## src/twsp_pkg.sv

```systemverilog
// shared constants and helpers for the three-wire serial panel master
package twsp_pkg;

   localparam int unsigned DelayWidth = 8;
   localparam int unsigned ShiftWidth = 24;
   localparam int unsigned CountWidth = 5;
   localparam int unsigned CsrIndexWidth = 2;

   typedef logic [DelayWidth-1:0] delay_type;
   typedef logic [CountWidth-1:0] count_type;

   // register indexes
   localparam logic [CsrIndexWidth-1:0] CSR_HALF_BIT  = 2'd0;
   localparam logic [CsrIndexWidth-1:0] CSR_FRAME_GAP = 2'd1;

   // transfer modes
   localparam logic [1:0] MODE_NINE_BIT  = 2'd0;
   localparam logic [1:0] MODE_START_BYTE = 2'd1;
   localparam logic [1:0] MODE_START_WORD = 2'd2;
   localparam logic [1:0] MODE_START_READ = 2'd3;

   // bit counts per mode
   localparam count_type BITS_NINE = 5'd9;
   localparam count_type BITS_BYTE = 5'd16;
   localparam count_type BITS_WORD = 5'd24;
   localparam count_type BITS_READ = 5'd8;

   localparam delay_type HALF_BIT_RESET  = 8'd1;
   localparam delay_type FRAME_GAP_RESET = 8'd5;

   // a step held d ticks waits d-1 more ticks; zero acts as one
   function automatic delay_type hold_count(input delay_type d);
      hold_count = (d == '0) ? '0 : d - 8'd1;
   endfunction

endpackage

```

## src/three_wire_serial_panel_master.sv

```systemverilog
// three-wire serial panel master: line sequencer advanced one tick per item
//
// usage: every req item is one timing tick. an idle tick with req_start_req
// set starts a frame: select high, clock high, select low, the bits msb first
// (clock low, data set or line sampled, clock high), a gap, select high.
// req_mode picks nine-bit, start+byte, start+word or start+read framing.
// each tick item yields exactly one rsp item with the line levels, busy,
// done and the receive shift register after that tick.
// rsp valid is registered: it rises in the cycle after req accept.
// throughput: one item per cycle when not stalled; the tick update is one pass
// of logic between the sequencer registers and the rsp output register.
// stall: req_ready drops only while a result sits unread in the output
// register with rsp_ready low; the sequencer advances only on accepted items.
// reset: synchronous, active high; sequencer idle, select high, clock low,
// data low, driving, half-bit delay 1 tick, frame gap 5 ticks.
// csr port: write half_bit_ticks (index 0) or frame_gap_ticks (index 1)
// with csr_write_enable; other indexes are ignored.
module three_wire_serial_panel_master
   import twsp_pkg::*;
(
   input  logic                     clock,
   input  logic                     reset,
   input  logic                     req_valid,
   output logic                     req_ready,
   input  logic                     req_start_req,
   input  logic [1:0]               req_mode,
   input  logic [7:0]               req_start_code,
   input  logic [15:0]              req_payload,
   input  logic                     req_line_in,
   output logic                     rsp_valid,
   input  logic                     rsp_ready,
   output logic                     rsp_chip_select,
   output logic                     rsp_serial_clock,
   output logic                     rsp_line_out,
   output logic                     rsp_line_drive,
   output logic                     rsp_busy_res,
   output logic                     rsp_done_res,
   output logic [7:0]               rsp_read_byte,
   input  logic                     csr_write_enable,
   input  logic [CsrIndexWidth-1:0] csr_index,
   input  logic [DelayWidth-1:0]    csr_write_data
);

   typedef enum logic [2:0] {
      PH_IDLE, PH_SEL_HIGH, PH_CLK_HIGH, PH_SEL_LOW,
      PH_BIT_LOW, PH_BIT_DATA, PH_BIT_HIGH, PH_GAP
   } phase_type;

   // config registers
   delay_type half_bit_ff, frame_gap_ff;

   // sequencer state
   phase_type             phase_ff, phase_in;
   delay_type             wait_count_ff, wait_count_in;
   count_type             bits_left_ff, bits_left_in;
   logic [ShiftWidth-1:0] send_shift_ff, send_shift_in;
   logic [7:0]            receive_shift_ff, receive_shift_in;
   logic [1:0]            active_mode_ff, active_mode_in;
   logic                  cs_ff, cs_in;
   logic                  clk_ff, clk_in;
   logic                  data_ff, data_in;
   logic                  drive_ff, drive_in;
   logic                  done_in;

   // output register
   logic                  rsp_valid_ff;
   logic                  done_ff;
   logic                  busy_ff;

   logic      accept;
   count_type bits_dec;
   logic      read_bit_now;
   logic      read_bit_next;

   // a result may be replaced as soon as it is being taken
   assign req_ready = !rsp_valid_ff || rsp_ready;
   assign accept    = req_valid && req_ready;

   assign bits_dec      = (bits_left_ff != '0) ? bits_left_ff - 5'd1 : bits_left_ff;
   assign read_bit_now  = (active_mode_ff == MODE_START_READ) && (bits_left_ff <= BITS_READ);
   assign read_bit_next = (active_mode_ff == MODE_START_READ) && (bits_dec <= BITS_READ);

   // one tick of the line sequencer
   always_comb begin
      phase_in         = phase_ff;
      wait_count_in    = wait_count_ff;
      bits_left_in     = bits_left_ff;
      send_shift_in    = send_shift_ff;
      receive_shift_in = receive_shift_ff;
      active_mode_in   = active_mode_ff;
      cs_in            = cs_ff;
      clk_in           = clk_ff;
      data_in          = data_ff;
      drive_in         = drive_ff;
      done_in          = 1'b0;

      if (phase_ff == PH_IDLE) begin
         if (req_start_req) begin
            active_mode_in = req_mode;
            case (req_mode)
               MODE_NINE_BIT: begin
                  send_shift_in = {req_start_code[0], req_payload[7:0], 15'd0};
                  bits_left_in  = BITS_NINE;
               end
               MODE_START_BYTE: begin
                  send_shift_in = {req_start_code, req_payload[7:0], 8'd0};
                  bits_left_in  = BITS_BYTE;
               end
               MODE_START_WORD: begin
                  send_shift_in = {req_start_code, req_payload};
                  bits_left_in  = BITS_WORD;
               end
               default: begin
                  send_shift_in = {req_start_code, 16'd0};
                  bits_left_in  = BITS_BYTE;
               end
            endcase
            cs_in         = 1'b1;
            phase_in      = PH_SEL_HIGH;
            wait_count_in = hold_count(frame_gap_ff);
         end
      end else if (wait_count_ff != '0) begin
         wait_count_in = wait_count_ff - 8'd1;
      end else begin
         case (phase_ff)
            PH_SEL_HIGH: begin
               clk_in        = 1'b1;
               phase_in      = PH_CLK_HIGH;
               wait_count_in = hold_count(frame_gap_ff);
            end
            PH_CLK_HIGH: begin
               cs_in         = 1'b0;
               phase_in      = PH_SEL_LOW;
               wait_count_in = hold_count(frame_gap_ff);
            end
            PH_SEL_LOW: begin
               clk_in = 1'b0;
               if (read_bit_now) begin
                  drive_in = 1'b0;
               end
               phase_in      = PH_BIT_LOW;
               wait_count_in = hold_count(half_bit_ff);
            end
            PH_BIT_LOW: begin
               if (read_bit_now) begin
                  receive_shift_in = {receive_shift_ff[6:0], req_line_in};
               end else begin
                  data_in       = send_shift_ff[ShiftWidth-1];
                  send_shift_in = {send_shift_ff[ShiftWidth-2:0], 1'b0};
               end
               phase_in      = PH_BIT_DATA;
               wait_count_in = hold_count(half_bit_ff);
            end
            PH_BIT_DATA: begin
               clk_in        = 1'b1;
               phase_in      = PH_BIT_HIGH;
               wait_count_in = hold_count(half_bit_ff);
            end
            PH_BIT_HIGH: begin
               bits_left_in = bits_dec;
               if (bits_dec != '0) begin
                  // next bit: clock falls, line released on read bits
                  clk_in = 1'b0;
                  if (read_bit_next) begin
                     drive_in = 1'b0;
                  end
                  phase_in      = PH_BIT_LOW;
                  wait_count_in = hold_count(half_bit_ff);
               end else begin
                  drive_in      = 1'b1;
                  phase_in      = PH_GAP;
                  wait_count_in = hold_count(frame_gap_ff);
               end
            end
            PH_GAP: begin
               cs_in    = 1'b1;
               phase_in = PH_IDLE;
               done_in  = 1'b1;
            end
            default: begin
               phase_in = PH_IDLE;
            end
         endcase
      end
   end

   // sequencer state, config and output register
   always_ff @(posedge clock) begin
      if (reset) begin
         half_bit_ff      <= HALF_BIT_RESET;
         frame_gap_ff     <= FRAME_GAP_RESET;
         phase_ff         <= PH_IDLE;
         wait_count_ff    <= '0;
         bits_left_ff     <= '0;
         send_shift_ff    <= '0;
         receive_shift_ff <= '0;
         active_mode_ff   <= '0;
         cs_ff            <= 1'b1;
         clk_ff           <= 1'b0;
         data_ff          <= 1'b0;
         drive_ff         <= 1'b1;
         rsp_valid_ff     <= 1'b0;
         done_ff          <= 1'b0;
         busy_ff          <= 1'b0;
      end else begin
         if (csr_write_enable) begin
            case (csr_index)
               CSR_HALF_BIT:  half_bit_ff  <= csr_write_data;
               CSR_FRAME_GAP: frame_gap_ff <= csr_write_data;
               default: ;
            endcase
         end
         if (accept) begin
            phase_ff         <= phase_in;
            wait_count_ff    <= wait_count_in;
            bits_left_ff     <= bits_left_in;
            send_shift_ff    <= send_shift_in;
            receive_shift_ff <= receive_shift_in;
            active_mode_ff   <= active_mode_in;
            cs_ff            <= cs_in;
            clk_ff           <= clk_in;
            data_ff          <= data_in;
            drive_ff         <= drive_in;
            done_ff          <= done_in;
            busy_ff          <= (phase_in != PH_IDLE);
            rsp_valid_ff     <= 1'b1;
         end else if (rsp_ready) begin
            rsp_valid_ff <= 1'b0;
         end
      end
   end

   // the sequencer registers double as the rsp payload
   assign rsp_valid        = rsp_valid_ff;
   assign rsp_chip_select  = cs_ff;
   assign rsp_serial_clock = clk_ff;
   assign rsp_line_out     = data_ff;
   assign rsp_line_drive   = drive_ff;
   assign rsp_busy_res     = busy_ff;
   assign rsp_done_res     = done_ff;
   assign rsp_read_byte    = receive_shift_ff;

endmodule

```

## config.mk

```make
export PLATFORM = sky130hd
export DESIGN_NAME = three_wire_serial_panel_master
export DESIGN_NICKNAME = d
export VERILOG_FILES = /design/src/twsp_pkg.sv /design/src/three_wire_serial_panel_master.sv
export SDC_FILE = /design/constraint.sdc
export NUM_CORES = 1
export LEC_CHECK = 0
export BUFFER_PORTS_ARGS = -buffer_cell sky130_fd_sc_hd__buf_4
export CAP_MARGIN = 15
export CELL_PAD_IN_SITES_DETAIL_PLACEMENT = 1
export CELL_PAD_IN_SITES_GLOBAL_PLACEMENT = 2
export CORE_MARGIN = 3
export CORE_UTILIZATION = 36
export DETAILED_ROUTE_END_ITERATION = 10
export PLACE_DENSITY = 0.85
export SYNTH_ARGS = -nofsm -noshare
export SYNTH_HDL_FRONTEND = slang
export SYNTH_SLANG_ARGS = --single-unit
export TNS_END_PERCENT = 5
```

## constraint.sdc

```tcl
create_clock -name clock -period 6.8 [get_ports clock]
set_input_delay 0.68 -clock clock [delete_from_list [all_inputs] [get_ports clock]]
set_output_delay 0.68 -clock clock [all_outputs]
set_load 0.05 [all_outputs]
```

# ---- Word-level counts from Yosys, hierarchy flattened
# Index checks and enable logic that the tools add are counted.
dict set report totals {
  ff_bits 73
  in_bits 43
  output_inout_bits 16
  wordCells 115
}
dict set report op_classes {
  n_addsub 4
  n_lt_le_gt_ge 2
  eq_ne 17
  muxes 39
  bitwise 3
  reduce_logical 35
}
# op count
set ops {}
lappend ops {{24-bit 2-to-1 mux} 5}
lappend ops {{24-bit one-hot mux with 3 select lines} 1}
lappend ops {{8-bit 2-to-1 mux} 6}
lappend ops {{5-bit 2-to-1 mux} 5}
lappend ops {{8-bit one-hot mux with 3 select lines} 1}
lappend ops {{8-bit by 1-bit subtractor with 8-bit output (second input constant)} 3}
lappend ops {{5-bit AND reduction} 4}
lappend ops {{3-bit one-hot mux with 6 select lines} 1}
lappend ops {{8-bit zero test} 2}
lappend ops {{5-bit nonzero test} 3}
lappend ops {{3-bit equality test (second input constant)} 4}
lappend ops {{1-bit 2-to-1 mux} 12}
lappend ops {{5-bit by 4-bit <= comparator with 1-bit output (second input constant)} 2}
lappend ops {{5-bit one-hot mux with 2 select lines} 1}
lappend ops {{3-bit 2-to-1 mux} 3}
lappend ops {{3-bit nonzero test} 3}
lappend ops {{2-bit inequality test (second input constant)} 4}
lappend ops {{4-bit AND reduction} 2}
lappend ops {{2-bit nonzero test} 4}
lappend ops {{8-bit nonzero test} 1}
lappend ops {{3-bit by 2-bit equality test with 1-bit output (second input constant)} 2}
lappend ops {{3-bit AND reduction} 2}
lappend ops {{6-bit AND reduction} 1}
lappend ops {{5-bit by 1-bit subtractor with 5-bit output (second input constant)} 1}
lappend ops {{17 further kinds} 27}

# ---- Depth between registers and ports, before layout
# Gate-level depths: netlist of run 1.
dict set report depth {
  word_depth 8
  mapped_depth 9
  mapped_depth_nobuf 8
}

# ---- Worst setup path before layout of run 1
# No wires, ideal clock.
dict set report synth_timing {
  kind {input to register}
  startpoint {input rsp_ready}
  endpoint {register send_shift_ff[0]}
  setup_time_ns 0.128
  t_arrival_ns 2.502
  t_required_ns 6.672
  setup_slack_ns 4.170
  path_stages 8
  path_buffers 2
  path_cell_list {nand2b_1 clkbuf_1 nand2_1 a21oi_2 nand3b_1 clkbuf_1 a32oi_1 nor2_1}
}
dict set report synth_between {
  elab_chain_cells 3
}
# item line
set synth_rtl {}
lappend synth_rtl {{start: declaration} three_wire_serial_panel_master.sv:31} ;# input logic rsp_ready,
lappend synth_rtl {{1-bit logical OR} three_wire_serial_panel_master.sv:76} ;# assign req_ready = !rsp_valid_ff || rsp_ready;
lappend synth_rtl {{via req_ready} three_wire_serial_panel_master.sv:24} ;# output logic req_ready,
lappend synth_rtl {{1-bit logical AND} three_wire_serial_panel_master.sv:77} ;# assign accept = req_valid && req_ready;
lappend synth_rtl {{5-bit AND reduction (no source line)} --}
lappend synth_rtl {{end signal: assignment} three_wire_serial_panel_master.sv:217} ;# send_shift_ff <= send_shift_in;
lappend synth_rtl {{end: declaration} three_wire_serial_panel_master.sv:56} ;# logic [ShiftWidth-1:0] send_shift_ff, send_shift_in;
# The timed path passes the listed nets, and every way through them passes these cells.
# A chain may end at the register's enable or synchronous reset.

# ---- Worst setup path in the final report of run 1
dict set report layout_timing {
  startpoint {register phase_ff[2]}
  endpoint {register send_shift_ff[18]}
}
dict set report layout_between {
  elab_chain_cells 3
  word_cells_on_any_way 8
  classes_between {eq/ne (4); mux (1); reduce/logical (3)}
}
# item line
set layout_rtl {}
lappend layout_rtl {{start: declaration} three_wire_serial_panel_master.sv:53} ;# phase_type phase_ff, phase_in;
lappend layout_rtl {{start signal: assignment} three_wire_serial_panel_master.sv:214} ;# phase_ff <= phase_in;
lappend layout_rtl {{3-bit equality test / 3-bit zero test (equally long branches)} {three_wire_serial_panel_master.sv:125, three_wire_serial_panel_master.sv:97}}
lappend layout_rtl {{2-bit nonzero test (no source line), or another cell as far along} --}
lappend layout_rtl {{5-bit AND reduction (no source line)} --}
# Several ways; a longest one is shown, not always the timed one.

==> impl_metrics.csv, run 1 <==
group,metric,value,unit
outcome,outcome,"finished, final reports clean",
worst_setup_path,critPathKind,"reg -> reg",
sta,hold_viol,0,
global_routing,antenna_found_initial,0,
route,dr.pass1.iters,5,
sta,worstMarginPinSlew,1.13,ns
floorplanning,die_area,0.0131,mm^2
synthesis,syn_nets,588,
floorplanning,io_pins,59,
sta,rsz0062_at_grt,"no",
route,routedWlPerCell,18.2,um
sta,setup_slack,3.18,ns
synthesis,synth_area_leaders,"dfxtp_1 (35%), mux2i_1 (6.2%), nor2_1 (5.9%)",
placed_design,gp_congestion,0.830,
synthesis,seq_area_frac_synth,34.6,%
synthesis,synth_edf_count,0,
synthesis,mappedNetlistArea,0.00422,mm^2
synthesis,syn_inst,540,
placed_design,numPortBuffers,58,
worst_setup_path,required,7.07,ns
cts,numCtsBuffers,9,
worst_setup_path,crit_fanout,30,
floorplanning,die_w,114,um
sta,finalSetupViolCount,0,
layout,drive_above_1_share,15.6,%
cts,cts_resized,0,
floorplanning,initial_core_util,37.9,%
synthesis,yosys.cell_types.count,66,
cts,clk_pin_slew_worst_paths,0.06,ns
sta,fmaxAchievable,276,MHz
layout,n_antenna_cell,0,
route,drc,0,
pwr,ir_drop,0.181,mV
layout,nets,621,
sta,drv_slew,0,
route,vias,4194,
route,postRouteAntennaNets,0,
layout,syn2layout_area_growth,17.7,%
synthesis,synth_most_common_cell,"dfxtp_1",
cts,cts.sinks,73,
pwr,powerDensity,241,mW/mm^2
global_routing,grt_pass1_vias,4185,
global_routing,grt_max_degree,66,
global_routing,grt_pass1_wl,21600,um
sta,fin_crit_sh,53.2,%
synthesis,ys.warnings.count,0,
worst_setup_path,arrival,3.89,ns
sta,period_needed,3.62,ns
synthesis,synth_area_leader_cell,"dfxtp_1",
global_routing,grt.overflow.total,0,
hold_path,hold_path.class,"reg -> reg",
synthesis,synth_top_area_share,34.6,%
worst_setup_path,crit_slowest_cell,"and3b_1",
cts,clock_tree.buffer_depth,2,
synthesis,synthArstFlopShare,0,%
global_routing,grt_use_total,20.7,%
floorplanning,core,0.0111,mm^2
cts,cts_setup_buffers,0,
worst_setup_path,path_cells,"or3_1 -> nand3_1 -> a21oi_2 -> and3b_1 -> o211ai_1 -> a21oi_1",
sta,relSlewSlack,24.7,%
route,first_iter_violations,219,
floorplanning,die_h,114,um
synthesis,ys.flop_type,"dfxtp_1",
worst_setup_path,cpPeakStageDelay,0.95,ns
sta,finalClockSkew,0.00564,ns
placed_design,place_ws,3.21,ns
floorplanning,rows,38,
worst_setup_path,endpoint_kind,"flop",
route,wl,13100,um
placed_design,post-dp-hpwl,9170,um
cts,cts-root-buf,"clkbuf_16",
run,drv_cap,0,
cts,cts_tree,"done",
cts,ctsHtreeMaxLevel,3,
synthesis,synth_area_per_cell,7.82,um^2
sta,finalSetupTns,0,ns
synthesis,synthTopCellsByCount,"dfxtp_1 (73), nor2_1 (66), nand2_1 (61), a21oi_1 (42), o21ai_0 (31)",
worst_setup_path,cp-start-kind,"flop",
cts,hold_buffers,0,
pwr,power.leakage,1.88,nW
route,via_per_inst,5.84,
synthesis,ys_ff_latch,73,
cts,clk-insertion-delay-late,0.35,ns
[area by class of cell]
class	instances	area (um^2)
Sequential cell	73	1460
Clock inverter	7	53.8
Fill cell	1376	6160
Inverter	15	56.3
Clock buffer	9	225
Tap cell	140	175
Multi-Input combinational cell	414	2540
Timing Repair Buffer	60	450
[power by group]
group / switching [W] / total, W / internal [W]
registers: 0.0000261 / 0.000478 / 0.000452
logic: 0.000164 / 0.000265 / 0.000100
clock network: 0.000205 / 0.000454 / 0.000249
total: 0.000395 / 0.00120 / 0.000802
[flip-flops by register name (all words and copies together) (netlist names)]
signal and count:
active_mode_ff 2, bits_left_ff 5, frame_gap_ff 8, half_bit_ff 8, phase_ff 3, rsp_busy_res 1
rsp_chip_select 1, rsp_done_res 1, rsp_line_drive 1, rsp_line_out 1, rsp_read_byte 8, rsp_serial_clock 1
rsp_valid 1, send_shift_ff 24, wait_count_ff 8
[cells by family after synthesis]
kind of cell | count (synthesis) | synth area share [%]
and+or+nand+nor | 220 | 25.5
adders and majority gates | 6 | 1.72
DFF | 73 | 34.6
xor gates and xnor gates | 6 | 1.25
AOI/OAI and AO/OA | 152 | 24.1
muxes | 30 | 7.59
buffers and inverters | 53 | 5.22
[per-stage QoR]
step           cell area (um^2)  util (%)  cells  hold slack (ns)  power [W]
2_1_floorplan              4220         -    540            0.436   0.000670
3_3_place_gp               4690      42.1    702            0.443   0.000743
3_5_place_dp               4690      42.1    702            0.449   0.000749
4_1_cts                    4970      44.6    718            0.457    0.00121
5_1_grt                    4970      44.6    718            0.478    0.00127
6_report                   4970      44.6    718            0.455    0.00120
[cell usage in the layout, fill, tap and decap left out, types with 5 or more instances in the layout]
master and n:
o21ai_0 31, nand3_1 23, a311oi_1 7, o211ai_1 20, inv_1 15, xnor2_1 5, mux2i_1 26, buf_4 60
ha_1 5, nand2b_1 7, a221o_1 7, nor3b_1 5, nor2_1 66, a21oi_1 42, a31oi_1 6, clkbuf_16 9
nor3_1 11, dfxtp_1 73, nand2_1 61, and3_1 7, nor2b_1 5, nand4_1 6
[per-layer routing]
| layer | GRT usage (%) | vias to the layer above | routed length (um) |
|---|---|---|---|
| li1 | - | 2050 | - |
| met1 | 28.3 | 2057 | 6410 |
| met2 | 31.9 | 73 | 5940 |
| met3 | 5.92 | 14 | 583 |
| met4 | 5.46 | 0 | 147 |
| met5 | 0 | - | 0 |
[worst paths after layout]
check                         start                end  slack, ns  depth (start not counted)
hold reg to reg   send_shift_ff[20]  send_shift_ff[20]       0.46                          2
setup reg to reg        phase_ff[2]  send_shift_ff[18]       3.18                          6
hold / removal    send_shift_ff[20]  send_shift_ff[20]       0.46                          2
setup / recovery        phase_ff[2]  send_shift_ff[18]       3.18                          6
[critical path: cells and delay by family (launching register included)]
| family | cells | cell delay (ns) |
|---|---|---|
| and+or+nand+nor | 3 | 2.15 |
| AOI/OAI and AO/OA | 3 | 0.72 |
| DFF | 1 | 0.65 |
Power figures use the tool's default switching activity.
==> inputs of run 2 (changes only) <==
--- a/config.mk
+++ b/config.mk
@@ -10,9 +10,9 @@
 export CELL_PAD_IN_SITES_DETAIL_PLACEMENT = 1
 export CELL_PAD_IN_SITES_GLOBAL_PLACEMENT = 2
 export CORE_MARGIN = 3
-export CORE_UTILIZATION = 36
+export CORE_UTILIZATION = 30
 export DETAILED_ROUTE_END_ITERATION = 10
-export PLACE_DENSITY = 0.85
+export PLACE_DENSITY = 0.75
 export SYNTH_ARGS = -nofsm -noshare
 export SYNTH_HDL_FRONTEND = slang
 export SYNTH_SLANG_ARGS = --single-unit
==> constraint.sdc (replaced) <==
create_clock -name clock -period 2.9 [get_ports clock]
set_input_delay 0.29 -clock clock [delete_from_list [all_inputs] [get_ports clock]]
set_output_delay 0.29 -clock clock [all_outputs]
set_load 0.05 [all_outputs]
==> run 2 against run 1 <==
  * Final area increased by 3.9%
  * First-iteration DRC count increased by 0.91%
  * Combinational power increased to 2.5 times the previous value
  * Utilization decreased by 6.4 points
  * Critical path depth increased by 2
  * Cell count increased by 6.7%
  * Power increased to 2.5 times the previous value
  * Sequential power increased by 130%
  * Critical path type unchanged
  * Critical endpoint is now wait_count_ff[3]
  * Largest cell class unchanged
  * Largest power group is now clock
==> impl_metrics.csv, run 2 (synthesized netlist as in run 1, its figures left out) <==
group,metric,value,unit
worst_setup_path,crit_fanout,10,
worst_setup_path,ff2ff_path_depth,8,
floorplanning,rows,42,
sta,hold_viol,0,
placed_design,post-dp-hpwl,9900,um
pwr,ir_drop,0.307,mV
worst_setup_path,reg2reg_to,"wait_count_ff[3]",
sta,fmaxAchievable,374,MHz
pwr,powerDensity,582,mW/mm^2
placed_design,numPortBuffers,58,
route,first_iter_violations,221,
worst_setup_path,r2r_setup_slack,0.23,ns
route,via_per_inst,5.44,
cts,clk-insertion-delay-late,0.34,ns
layout,n_antenna_cell,0,
layout,largest_reg_flops,24,
route,dr.pass1.iters,4,
sta,period_needed,2.67,ns
floorplanning,core,0.0135,mm^2
sta,worstMarginPinSlew,0.699,ns
cts,numCtsBuffers,9,
floorplanning,die_area,0.0155,mm^2
placed_design,gp_congestion,0.809,
route,postRouteAntennaNets,0,
outcome,outcome,"finished, final reports clean",
sta,rsz0062_at_grt,"no",
sta,drv_slew,0,
layout,layout_commonest_cell,"dfxtp_1",
worst_setup_path,endpoint_kind,"flop",
placed_design,place_area,0.00484,mm^2
worst_setup_path,path_cells,"inv_1 -> ha_1 -> nor3b_1 -> mux2_2 -> o31ai_1 -> and3_1 -> mux2i_1 -> a31oi_1",
layout,top_register,"send_shift_ff",
global_routing,grt_max_degree,50,
route,wl,13500,um
route,drc,0,
worst_setup_path,critPathLaunch,"bits_left_ff[1]",
cts,cts_resized,0,
global_routing,grt_use_total,17.6,%
worst_setup_path,cp-start-kind,"flop",
run,drv_cap,0,
cts,cts.sinks,73,
layout,nets,634,
floorplanning,initial_core_util,31.2,%
worst_setup_path,cpPeakStageDelay,0.48,ns
layout,layout_common_cells,"dfxtp_1 (73), buf_4 (72), nor2_1 (66), nand2_1 (61), a21oi_1 (42)",
layout,drive_above_1_share,17.1,%
cts,cts-root-buf,"clkbuf_16",
floorplanning,die_h,125,um
floorplanning,io_pins,59,
sta,finalSetupTns,0,ns
global_routing,grt_pass1_wl,22300,um
layout,syn2layout_area_growth,22.3,%
hold_path,hold_path.class,"in -> reg",
cts,clk_pin_slew_worst_paths,0.06,ns
sta,finalClockSkew,0.00676,ns
floorplanning,die_w,125,um
layout,multi_input_area,0.00254,mm^2
worst_setup_path,r2r_start,"bits_left_ff[1]",
cts,clock_tree.buffer_depth,2,
layout,finalInstanceArea,0.00516,mm^2
worst_setup_path,arrival,2.89,ns
cts,cts_setup_buffers,0,
global_routing,grt.overflow.total,0,
cts,ctsHtreeMaxLevel,3,
layout,fillers,1647,
global_routing,antenna_found_initial,0,
route,routedWlPerCell,17.6,um
cts,cts_tree,"done",
pwr,power.leakage,1.97,nW
worst_setup_path,required,3.11,ns
global_routing,grt_pass1_vias,4177,
worst_setup_path,critPathKind,"reg -> reg",
sta,fin_crit_sh,92.2,%
layout,register_area,0.00146,mm^2
worst_setup_path,endpoint,"wait_count_ff[3]",
sta,relSlewSlack,52.7,%
worst_setup_path,crit_slowest_cell,"and3_1",
cts,hold_buffers,0,
route,vias,4170,
sta,finalSetupViolCount,0,
==> run 2: changes by cell type in the layout (fill, tap and decap cells not counted) <==
| cell | delta |
|---|---|
| buf_4 | +12 |
| bufinv_16 | +2 |
| clkinvlp_4 | -2 |
| buf_12 | +1 |
| clkbuf_1 | +1 |
| clkbuf_8 | +1 |
| clkinv_2 | -1 |
| clkinv_4 | -1 |
| inv_6 | -1 |
==> run 2: critical path: cells and delay by family, from the launching register on <==
kind            cells  cell delay (ns)
fa+ha+maj           1             0.25
flops               1             0.32
compound gates      2             0.44
simple gates        2             0.70
buf+inv             1             0.15
mux                 2             0.70
==> run 2: cell type report <==
class	count	area share [%]
inverter	15	1.09
clock buffer	11	4.70
multi-input combinational	414	49.3
tap	176	4.27
clock inverter	4	1.48
sequential	73	28.3
timing repair buffer	73	10.9
==> run 2: routing by layer <==
metal	GRT usage (%)	part of all wire, %
met1	25.7	51
met2	25.8	44
met3	3.43	3.7
met4	5.48	1.1
met5	0	0
==> run 2: through the flow <==
stage / util [%] / total power (W) / std cells / worst slack (ns) / hold slack (ns)
3_3_place_gp: 35.9 / 0.00179 / 751 / 0.348 / 0.444
4_1_cts: 38.2 / 0.00305 / 766 / 0.220 / 0.173
6_report: 38.2 / 0.00300 / 766 / 0.227 / 0.183
2_1_floorplan: - / 0.00157 / 540 / 0.439 / 0.415
5_1_grt: 38.2 / 0.00317 / 766 / 0.0153 / 0.195
3_5_place_dp: 35.9 / 0.00181 / 751 / 0.239 / 0.450
==> run 2: power breakdown <==
part	total, W	leakage (nW)	internal [W]	switching, W
Sequential	0.00112	0.593	0.00106	0.0000624
Combinational	0.000663	1.22	0.000268	0.000396
Clock	0.00122	0.152	0.000775	0.000442
==> run 2: worst min path at each step <==
| stage | startpoint | to | cells after the start |
|---|---|---|---|
| detailed placement | send_shift_ff[22] | send_shift_ff[22] | 2 |
| CTS | req_line_in | rsp_read_byte[0] | 3 |
| global route | csr_write_data[2] | frame_gap_ff[2] | 3 |
| global placement | send_shift_ff[20] | send_shift_ff[20] | 2 |
| floorplan | csr_write_data[2] | frame_gap_ff[2] | 2 |
| finish | req_line_in | rsp_read_byte[0] | 3 |
==> inputs of run 3 (changes only) <==
--- a/config.mk
+++ b/config.mk
@@ -12,7 +12,7 @@
 export CORE_MARGIN = 3
 export CORE_UTILIZATION = 30
 export DETAILED_ROUTE_END_ITERATION = 10
-export PLACE_DENSITY = 0.75
+export PLACE_DENSITY = 0.81
 export SYNTH_ARGS = -nofsm -noshare
 export SYNTH_HDL_FRONTEND = slang
 export SYNTH_SLANG_ARGS = --single-unit
==> run 3 against run 2 <==
  * Global-route usage fell by 0.39 points
  * Critical path depth did not move
  * Clock power fell by 12%
  * Maximum frequency fell by 0.12%
  * Clock skew fell by 0.00094 ns
  * Combinational power rose by 1%
  * Non-clock buffer count did not move
  * Sequential power barely moved
  * Register-to-register slack barely moved
  * Via count rose by 0.58%
  * Flip-flop and latch count did not move
  * Die area did not move
  * Critical endpoint is now wait_count_ff[5]
  * Largest cell class unchanged
==> impl_metrics.csv, run 3 (synthesized netlist as in run 1, its figures left out) <==
group,metric,value,unit
floorplanning,die_w,125,um
worst_setup_path,critPathKind,"reg -> reg",
pwr,sequentialPowerShare,39.2,%
floorplanning,rows,42,
cts,numCtsBuffers,9,
floorplanning,core,0.0135,mm^2
pwr,clockPowerShare,37.5,%
placed_design,post-dp-hpwl,9820,um
pwr,ir_drop,0.258,mV
global_routing,grt_pass1_wl,21900,um
layout,final_util,37.9,%
worst_setup_path,r2r_setup_slack,0.22,ns
floorplanning,initial_core_util,31.2,%
pwr,combPwrFrac,23.4,%
layout,layout_common_cells,"dfxtp_1 (73), buf_4 (72), nor2_1 (66), nand2_1 (61), a21oi_1 (42)",
layout,top_register,"send_shift_ff",
sta,finalClockSkew,0.00582,ns
worst_setup_path,ff2ff_path_depth,8,
cts,cts_tree,"done",
sta,relSlewSlack,52.6,%
global_routing,antenna_found_initial,0,
route,drc,0,
placed_design,numPortBuffers,58,
run,drv_cap,0,
worst_setup_path,endpoint,"wait_count_ff[5]",
pwr,powerDensity,560,mW/mm^2
sta,finalSetupViolCount,0,
pwr,p_sw_share,31.0,%
worst_setup_path,endpoint_kind,"flop",
pwr,internal-power,0.00198,W
sta,rsz0062_at_grt,"no",
pwr,power.total,0.00287,W
placed_design,dp.cells,751,
cts,clk_pin_slew_worst_paths,0.06,ns
sta,hold_viol,0,
global_routing,grt_max_degree,64,
pwr,power.leakage,1.95,nW
worst_setup_path,arrival,2.89,ns
worst_setup_path,cp-start-kind,"flop",
layout,syn2layout_area_growth,21.2,%
sta,worstMarginPinSlew,0.702,ns
route,wl,13300,um
outcome,outcome,"finished, final reports clean",
pwr,power.switching,0.000888,W
cts,cts-root-buf,"clkbuf_16",
route,via_per_inst,5.49,
worst_setup_path,critPathLaunch,"bits_left_ff[0]",
cts,ctsHtreeMaxLevel,3,
sta,period_needed,2.68,ns
layout,nets,634,
route,dr.pass1.iters,5,
floorplanning,die_area,0.0155,mm^2
route,routedWlPerCell,17.4,um
cts,cts.sinks,73,
cts,hold_buffers,0,
hold_path,hold_path.class,"in -> reg",
route,vias,4194,
placed_design,gp_congestion,0.851,
layout,final_cells,764,
worst_setup_path,r2r_start,"bits_left_ff[0]",
cts,cts_setup_buffers,0,
floorplanning,die_h,125,um
cts,clk-insertion-delay-late,0.34,ns
worst_setup_path,reg2reg_to,"wait_count_ff[5]",
layout,drive_above_1_share,17.0,%
sta,fin_crit_sh,92.3,%
sta,fmaxAchievable,374,MHz
global_routing,grt_use_total,17.2,%
layout,largest_reg_flops,24,
floorplanning,io_pins,59,
route,postRouteAntennaNets,0,
route,first_iter_violations,254,
sta,drv_slew,0,
sta,fin_hold_ws,0.175,ns
global_routing,use_met1,24.2,%
cts,cts_resized,0,
global_routing,grt.overflow.total,0,
cts,clock_tree.buffer_depth,2,
worst_setup_path,required,3.12,ns
sta,finalSetupTns,0,ns
layout,n_antenna_cell,0,
global_routing,busiest_layer,"met2",
global_routing,grt_pass1_vias,4169,
global_routing,use_met3,2.87,%
worst_setup_path,crit_fanout,10,
layout,layout_commonest_cell,"dfxtp_1",
global_routing,use_met2,25.9,%
-- run 3: cell count changes in the layout (fill, tap and decap cells not counted), sizes merged --
cell and delta:
bufinv -1, clkbuf -2, clkinv +2, inv -1
-- run 3: routing by layer --
layer | part of all wire, % | vias to the layer above
met1 | 49 | 2042
met4 | 2.0 | 0
li1 | - | 2060
met2 | 45 | 78
met3 | 4.3 | 14
met5 | 0 | -
-- run 3: how the worst min path moves through the flow --
stage	from	endpoint	slack (ns)	cells after the start
final	csr_write_data[2]	frame_gap_ff[2]	0.17	3
after global routing	csr_write_data[2]	frame_gap_ff[2]	0.18	3
after CTS	csr_write_data[2]	frame_gap_ff[2]	0.16	3
after detailed placement	send_shift_ff[17]	send_shift_ff[17]	0.45	2
after global placement	send_shift_ff[23]	send_shift_ff[23]	0.45	2
after floorplan	csr_write_data[2]	frame_gap_ff[2]	0.42	2
-- run 3: cell type report --
type	instances	area [um^2]
multi-input combinational	414	2540
sequential	73	1460
clock inverter	4	47.5
tap	176	220
clock buffer	9	225
fill	1640	8390
inverter	15	56.3
timing repair buffer	73	561
-- run 3: power by group through the flow --
stage               sequential [W]  combinational, W  clock [W]
floorplan                  0.00113          0.000444          0
global placement           0.00114          0.000648          0
detailed placement         0.00114          0.000663          0
CTS                        0.00112          0.000668    0.00110
global route               0.00113          0.000736    0.00115
finish                     0.00112          0.000670    0.00107
-- run 3: critical path, stage by stage, from the launching register on --
cell,delay (ns)
dfxtp_1,0.38
inv_1,0.10
ha_1,0.26
nor2b_1,0.15
nor4b_1,0.60
o31ai_1,0.19
and3_1,0.36
nor3_1,0.40
o31ai_1,0.12
-- run 3: through the flow --
step	worst slack (ns)	instance area, um^2
floorplan	0.439	4220
detailed placement	0.249	4840
CTS	0.238	5110
global placement	0.342	4840
global route	0.0211	5110
finish	0.223	5110
